===== src/hw/rtl/ring_buffer_deque_core_assert.svh =====
// Assertion macros for the ring buffer deque core.
// Included by the RTL files that carry concurrent checks; needs no package.
`ifndef RING_BUFFER_DEQUE_CORE_ASSERT_SVH
`define RING_BUFFER_DEQUE_CORE_ASSERT_SVH
`ifndef NO_ASSERTIONS
// Same-cycle implication, checked on every rising edge outside reset
`define RBD_ASSERT_IMP(label, clk, rst_n, ante, cons, msg) \
  label: assert property (@(posedge clk) disable iff (!rst_n) (ante) |-> (cons)) \
    else $error(msg);
// Next-cycle implication, checked on every rising edge outside reset
`define RBD_ASSERT_NXT(label, clk, rst_n, ante, cons, msg) \
  label: assert property (@(posedge clk) disable iff (!rst_n) (ante) |=> (cons)) \
    else $error(msg);
`else
`define RBD_ASSERT_IMP(label, clk, rst_n, ante, cons, msg)
`define RBD_ASSERT_NXT(label, clk, rst_n, ante, cons, msg)
`endif
`endif


===== src/hw/rtl/rbd_pkg.sv =====
// Shared types and constants for the ring buffer deque core.
// No dependencies; imported by every RTL module of the block.
package rbd_pkg;

  // Default sizing of the ring store
  localparam int unsigned DEPTH_DEF      = 1024;
  localparam int unsigned DATA_WIDTH_DEF = 32;

  // Fixed field widths of the command and result transfers
  localparam int unsigned OPCODE_W = 3;
  localparam int unsigned VALUE_W  = 32;
  localparam int unsigned POS_W    = 10;
  localparam int unsigned RDATA_W  = 32;
  localparam int unsigned FIDX_W   = 10;
  localparam int unsigned STATUS_W = 3;
  localparam int unsigned OCC_W    = 11;

  // Command opcodes
  typedef enum logic [OPCODE_W-1:0] {
    OP_PUSH_BACK  = 3'd0,
    OP_PUSH_FRONT = 3'd1,
    OP_POP_BACK   = 3'd2,
    OP_POP_FRONT  = 3'd3,
    OP_READ       = 3'd4,
    OP_SEARCH     = 3'd5,
    OP_CLEAR      = 3'd6
  } rbd_op_e;

  // Result status codes
  typedef enum logic [STATUS_W-1:0] {
    ST_OK    = 3'd0,
    ST_EMPTY = 3'd1,
    ST_FULL  = 3'd2,
    ST_RANGE = 3'd3,
    ST_MISS  = 3'd4
  } rbd_status_e;

  // One command transfer
  typedef struct packed {
    logic [OPCODE_W-1:0] opcode;
    logic [VALUE_W-1:0]  value;
    logic [POS_W-1:0]    position;
  } rbd_cmd_t;

  // One result transfer
  typedef struct packed {
    logic [RDATA_W-1:0]  read_data;
    logic [FIDX_W-1:0]   found_index;
    logic [STATUS_W-1:0] status;
    logic [OCC_W-1:0]    occupancy;
  } rbd_res_t;

endpackage


===== src/hw/rtl/rbd_ctrl.sv =====
// Deque controller: head pointer, element count, command decode and search walk.
// Depends on rbd_pkg and drives the rbd_store ports; checks via the assert header.
`include "ring_buffer_deque_core_assert.svh"
module rbd_ctrl import rbd_pkg::*; #(
  parameter int unsigned DEPTH      = DEPTH_DEF,
  parameter int unsigned DATA_WIDTH = DATA_WIDTH_DEF,
  localparam int unsigned AW        = (DEPTH > 1) ? $clog2(DEPTH) : 1
) (
  input  logic                  clk_i,
  input  logic                  rst_ni,
  input  logic                  start,
  input  rbd_cmd_t              cmd_i,
  output logic                  busy,
  output logic                  done_o,
  output rbd_res_t              res_o,
  output logic                  mem_we_o,
  output logic [AW-1:0]         mem_waddr_o,
  output logic [DATA_WIDTH-1:0] mem_wdata_o,
  output logic                  mem_re_o,
  output logic [AW-1:0]         mem_raddr_o,
  input  logic [DATA_WIDTH-1:0] mem_rdata_i
);

  localparam int unsigned CW   = $clog2(DEPTH + 1);
  localparam int unsigned CMPW = (CW > POS_W) ? CW : POS_W;
  localparam logic [AW:0]   DEPTH_W = (AW + 1)'(DEPTH);
  localparam logic [AW-1:0] LAST    = AW'(DEPTH - 1);
  localparam logic [CW-1:0] FULL_C  = CW'(DEPTH);

  typedef enum logic [1:0] {
    S_IDLE   = 2'b01,
    S_SEARCH = 2'b10
  } rbd_state_e;

  rbd_state_e            state_q, state_d;
  logic [AW-1:0]         head_q, head_d;
  logic [CW-1:0]         cnt_q, cnt_d;
  logic [AW-1:0]         cmp_idx_q, cmp_idx_d;
  logic [DATA_WIDTH-1:0] key_q, key_d;
  logic                  done_q, done_d;
  logic                  rd_ok_q, rd_ok_d;
  rbd_status_e           status_q, status_d;
  logic [AW-1:0]         fidx_q, fidx_d;

  logic                  accept;
  logic                  go_search;
  logic                  is_full;
  logic                  is_empty;
  logic                  in_range;
  logic [DATA_WIDTH-1:0] val_w;
  logic [AW-1:0]         head_dec;
  logic [AW-1:0]         head_inc;
  logic [CW-1:0]         idx_next_c;

  // Modular add of a logical offset below DEPTH onto a physical slot
  function automatic logic [AW-1:0] wrap_add(logic [AW-1:0] base, logic [AW-1:0] off);
    logic [AW:0] sum;
    sum = {1'b0, base} + {1'b0, off};
    if (sum >= DEPTH_W) begin
      sum = sum - DEPTH_W;
    end
    return sum[AW-1:0];
  endfunction

  assign busy     = (state_q == S_SEARCH);
  assign accept   = start && !busy;
  assign is_full  = (cnt_q == FULL_C);
  assign is_empty = (cnt_q == '0);
  assign in_range = (CMPW'(cmd_i.position) < CMPW'(cnt_q));
  assign val_w    = DATA_WIDTH'(cmd_i.value);
  assign head_dec = (head_q == '0) ? LAST : head_q - AW'(1);
  assign head_inc = (head_q == LAST) ? '0 : head_q + AW'(1);
  assign idx_next_c = CW'(cmp_idx_q) + CW'(1);
  assign go_search  = accept && (cmd_i.opcode == OP_SEARCH) && !is_empty;

  // Command decode and search walk
  always_comb begin
    state_d     = state_q;
    head_d      = head_q;
    cnt_d       = cnt_q;
    cmp_idx_d   = cmp_idx_q;
    key_d       = key_q;
    done_d      = 1'b0;
    rd_ok_d     = 1'b0;
    status_d    = status_q;
    fidx_d      = fidx_q;
    mem_we_o    = 1'b0;
    mem_waddr_o = head_q;
    mem_wdata_o = val_w;
    mem_re_o    = 1'b0;
    mem_raddr_o = head_q;

    unique case (state_q)
      S_IDLE: begin
        if (accept) begin
          done_d   = 1'b1;
          status_d = ST_OK;
          fidx_d   = '0;
          unique case (rbd_op_e'(cmd_i.opcode))
            OP_PUSH_BACK: begin
              if (is_full) begin
                status_d = ST_FULL;
              end else begin
                mem_we_o    = 1'b1;
                mem_waddr_o = wrap_add(head_q, cnt_q[AW-1:0]);
                cnt_d       = cnt_q + CW'(1);
              end
            end
            OP_PUSH_FRONT: begin
              if (is_full) begin
                status_d = ST_FULL;
              end else begin
                mem_we_o    = 1'b1;
                mem_waddr_o = head_dec;
                head_d      = head_dec;
                cnt_d       = cnt_q + CW'(1);
              end
            end
            OP_POP_BACK: begin
              if (is_empty) begin
                status_d = ST_EMPTY;
              end else begin
                cnt_d = cnt_q - CW'(1);
              end
            end
            OP_POP_FRONT: begin
              if (is_empty) begin
                status_d = ST_EMPTY;
              end else begin
                head_d = head_inc;
                cnt_d  = cnt_q - CW'(1);
              end
            end
            OP_READ: begin
              if (in_range) begin
                mem_re_o    = 1'b1;
                mem_raddr_o = wrap_add(head_q, AW'(cmd_i.position));
                rd_ok_d     = 1'b1;
              end else begin
                status_d = ST_RANGE;
              end
            end
            OP_SEARCH: begin
              key_d = val_w;
              if (is_empty) begin
                status_d = ST_MISS;
              end else begin
                // first element read now, compared next cycle
                done_d      = 1'b0;
                mem_re_o    = 1'b1;
                mem_raddr_o = head_q;
                cmp_idx_d   = '0;
                state_d     = S_SEARCH;
              end
            end
            OP_CLEAR: begin
              head_d = '0;
              cnt_d  = '0;
            end
            default: begin
              // unused opcode: no state change, status ok
            end
          endcase
        end
      end
      S_SEARCH: begin
        // read data holds element cmp_idx_q; fetch the next one on a miss
        if (mem_rdata_i == key_q) begin
          done_d   = 1'b1;
          status_d = ST_OK;
          fidx_d   = cmp_idx_q;
          state_d  = S_IDLE;
        end else if (idx_next_c == cnt_q) begin
          done_d   = 1'b1;
          status_d = ST_MISS;
          fidx_d   = '0;
          state_d  = S_IDLE;
        end else begin
          mem_re_o    = 1'b1;
          mem_raddr_o = wrap_add(head_q, idx_next_c[AW-1:0]);
          cmp_idx_d   = idx_next_c[AW-1:0];
        end
      end
      default: begin
        state_d = S_IDLE;
      end
    endcase
  end

  // Control state
  always_ff @(posedge clk_i or negedge rst_ni) begin
    if (!rst_ni) begin
      state_q <= S_IDLE;
      head_q  <= '0;
      cnt_q   <= '0;
      done_q  <= 1'b0;
      rd_ok_q <= 1'b0;
    end else begin
      state_q <= state_d;
      head_q  <= head_d;
      cnt_q   <= cnt_d;
      done_q  <= done_d;
      rd_ok_q <= rd_ok_d;
    end
  end

  // Payload registers
  always_ff @(posedge clk_i) begin
    cmp_idx_q <= cmp_idx_d;
    key_q     <= key_d;
    status_q  <= status_d;
    fidx_q    <= fidx_d;
  end

  // Result transfer; count is already the post-operation value in the strobe cycle
  assign done_o            = done_q;
  assign res_o.read_data   = rd_ok_q ? RDATA_W'(mem_rdata_i) : '0;
  assign res_o.found_index = FIDX_W'(fidx_q);
  assign res_o.status      = status_q;
  assign res_o.occupancy   = OCC_W'(cnt_q);

  // Checks
  `RBD_ASSERT_IMP(a_cnt_bound, clk_i, rst_ni, 1'b1, cnt_q <= FULL_C, "count above depth")
  `RBD_ASSERT_IMP(a_search_idx, clk_i, rst_ni, busy, CW'(cmp_idx_q) < cnt_q, "search past tail")
  `RBD_ASSERT_IMP(a_no_rw_clash, clk_i, rst_ni, mem_we_o, !mem_re_o, "store read and write together")
  `RBD_ASSERT_IMP(a_no_done_busy, clk_i, rst_ni, busy, !done_q, "result during search walk")
  `RBD_ASSERT_NXT(a_one_cycle, clk_i, rst_ni, accept && !go_search, done_q, "missing result")

endmodule


===== config.mk =====
export PLATFORM = sky130hd
export DESIGN_NAME = rbd_ctrl
export DESIGN_NICKNAME = d
export VERILOG_FILES = /design/src/hw/rtl/rbd_pkg.sv /design/src/hw/rtl/rbd_ctrl.sv
export VERILOG_INCLUDE_DIRS = /design/src /design/src/hw/rtl
export SDC_FILE = /design/constraint.sdc
export NUM_CORES = 1
export LEC_CHECK = 0
export BUFFER_PORTS_ARGS = -buffer_cell sky130_fd_sc_hd__buf_2
export CAP_MARGIN = 40
export CORE_MARGIN = 4
export CORE_UTILIZATION = 40
export CTS_CLUSTER_SIZE = 14
export DETAILED_ROUTE_END_ITERATION = 8
export HOLD_SLACK_MARGIN = 0.05
export PLACE_DENSITY = 0.69
export SYNTH_ARGS = -nofsm -noshare
export SYNTH_HDL_FRONTEND = slang
export SYNTH_SLANG_ARGS = --single-unit

===== constraint.sdc =====
create_clock -name clk_i -period 8.3 [get_ports clk_i]
set_input_delay 0.83 -clock clk_i [delete_from_list [all_inputs] [get_ports clk_i]]
set_output_delay 0.83 -clock clk_i [all_outputs]
set_load 0.005 [all_outputs]

==> results.toml <==
[worst_setup_path]
critPathCaptureType = "output pin"
startpoint_type = "flop"
worstPathRequired_ns = 7.47
critPathMaxFanout = 6
path_class = "flop to output pin"
critPathSlowestCell = "edfxtp_1"
worstPathArrival_ns = 3.62
crit_chain = "ha_1 > xor2_1 > ha_1 > nand3_1 > o2111ai_1 > a21o_1 > a21oi_1 > o21ai_0 > xor2_1 > a21o_1 > a211o_1 > buf_2"
worst_path_largest_cell_delay_ns = 0.51
r2r_cells = 9

[timing]
final.period_utilization = 0.5359
rsz0062_at_grt = "no"
hold_viol = 0
max_slew_margin = 0.4069
final.setup.tns_ns = 0
tightestPinTransition_ns = 0.8864
period_needed_ns = 4.448
finalSetupViolations = 0
finClkSkew_ns = 0.007666
max_freq_mhz = 224.8
report.final.slew_viol_count = 0

[clocking]
cts_resized = 0
cts_buffers = 9
cts_sinks = 80
cts.clk_slew.worst_paths_ns = 0.07
post_cts.repair.setup_buffers = 0
cts_max_path_buffers = 2
clk_latency_ns = 0.34
h-tree-depth = 3
cts_tree = "done"
cts_hold_buf = 0
root_buffer = "clkbuf_16"

[placement]
portBuffers = 191
routabilityCongestion = 0.9137
dp_hpwl_mm = 15.91

[flow_run]
cap_viol_max_count = 0

[pwr]
p_leak_nw = 3.614
ir_drop_mv = 0.1554
finalPower_mw = 2.724
power_density_mw_per_mm2 = 337.2

[hold_path]
hp-class = "input port to async pin"

[global_route]
grt_pass1_wl_mm = 31.86
track_usage = 0.2058
grt_pass1_vias = 5875
antenna_found_initial = 0
grt_use_met3 = 0.03034
gr-max-usage-layer = "met2"
gr-usage-met1 = 0.2565
grt.met2_usage = 0.3687
grt_max_degree = 33
overflow = 0

[die]
start_util = 0.4110
die_x_um = 138.8
rows = 47
die_area_mm2 = 0.01926
ios = 192
core_mm2 = 0.01664
fp.dieH_um = 138.8

[yosys]
syn_area_mm2 = 0.006840
synth_xor_area_frac = 0.1125
yosysMostFrequentCell = "xnor2_1"
yosysWarnings = 0
synth_seq_cells = 80
yosys.area_share.simple = 0.2052
yosysTopAreaCellShare = 0.2414
synth_mux_area_frac = 0.004573
syn_nets = 893
synth_fa_ha_area_frac = 0.1032
yosys.area.top_type = "edfxtp_1"
seq_area_frac_synth = 0.3331
synth_cell_types = 66
synthCells = 759
synth-edff-count = 55
synth_top_family_by_area = "simple AND/OR/NAND/NOR gates"
synthArstFlopShare = 0.3125
synth-compound-area-share = 0.1703
yosys-top-cells-area = "edfxtp_1, ha_1, dfrtp_1"
synth_flop_cell = "edfxtp_1"
synth_common_cells = "xnor2_1, and2_1, edfxtp_1, nor2_1, o21ai_0"
syn_avg_cell_area_um2 = 9.012

[layout]
areaGrowthSynthToFinish_pct = 18.09
diodes = 0
utilization = 0.4854
final_nets = 1035
drive_gt1_frac = 0.2506

[drt]
drt_iter0_markers = 372
vias = 6193
drc_errors = 0
wl_per_cell_um = 18.18
totalWireLength_mm = 20.47
ant_nets = 0
dr.pass1.iters = 5
via_per_inst = 5.500

[status]
status = "finished clean"
==> cells in the final DEF (no fill, tap or decap), types with 3 or more instances in the layout <==
master     netlist  routed
clkbuf_16        0       9
nor2_1          55      54
fa_1             4       4
a21oi_1         38      38
nand4_1         10      10
o22ai_1          8       8
nand2_1         43      43
o31ai_1          6       6
xnor2_1         59      59
buf_4           33       5
a21boi_0         4       4
o21a_1           4       4
or3_1            8       8
and3_1           9       9
nor2b_1         13      13
nand2b_1         8       8
a31o_2           4       4
nor4_1          10      10
a21o_1          11      11
a22oi_1          3       3
nor3_1          19      19
o21ai_0         53      53
a31oi_1          9       9
nand3_1         19      19
inv_6            0       3
inv_1           29      29
dfrtp_1         24      24
nor3b_1          3       3
xor2_1          20      20
buf_2            2     192
a221o_1          9       9
o211ai_1         4       4
a211o_1          4       4
o2111ai_1        3       3
a211oi_1         3       3
edfxtp_1        55      55
ha_1            50      50
and2_1          57      57
==> flip-flops by register name (all words and copies together) (netlist names) <==
name       flops
done_o         1
head_q        10
status_q       3
key_q         32
cnt_q         11
fidx_q        10
state_q        2
rd_ok_q        1
cmp_idx_q     10
==> where the power goes <==
part           total [mW]  switching (mW)  internal (mW)
clock network       0.448           0.179          0.269
logic                1.47           0.801          0.670
registers           0.804           0.250          0.554
==> area by class of cell <==
| cell class | instances | area, um^2 |
|---|---|---|
| well taps | 220 | 275.3 |
| clock inverters | 7 | 110.1 |
| fillers | 1624 | 8564 |
| repair buffers | 197 | 998.5 |
| clock buffers | 9 | 225.2 |
| inverters | 30 | 112.6 |
| flip-flops and latches | 80 | 2278 |
| multi-input cells | 583 | 4078 |
==> worst max-delay path, delay by kind of cell, from the launching register on <==
| family | cells | cell delay, ns |
|---|---|---|
| AOI/OAI and AO/OA | 6 | 1.23 |
| xor gates and xnor gates | 2 | 0.59 |
| adders and majority gates | 2 | 0.69 |
| buffers and inverters | 1 | 0.14 |
| DFF | 1 | 0.51 |
| and+or+nand+nor | 1 | 0.11 |
==> logic make-up (layout without fill, tap and decap cells) <==
group           Yosys count  after routing
compound gates          180            180
flops                    80             80
buf+inv                  96            243
mux                       3              3
xor+xnor                 83             83
fa+ha+maj                54             54
simple gates            263            263
==> per-stage QoR <==
step                hold WS (ns)  cell area (um^2)  cells  setup WS (ns)
floorplan                 0.5031              6840    759          4.635
global placement          0.5130              7722   1107          4.229
detailed placement        0.5192              7742   1110          4.196
CTS                       0.5152              8078   1126          3.892
global route              0.5399              8078   1126          3.671
finish                    0.4965              8078   1126          3.852
==> per-layer routing <==
metal	routed length [um]	up-vias
li1	-	2997
met1	8362	2905
met2	10220	270
met3	1543	21
met4	350	0
met5	0	-
==> worst paths after layout <==
kind	start	to	slack (ns)
max	cmp_idx_q[0]	mem_raddr_o[9]	3.85
max reg2reg	head_q[1]	head_q[2]	5.26
max in group asynchronous	rst_ni	head_q[6]	7.39
min in group clk_i	state_q[0]	state_q[0]	0.52
min reg2reg	state_q[0]	state_q[0]	0.52
min	rst_ni	rd_ok_q	0.50
No activity file was read; power rests on OpenSTA's default activity.
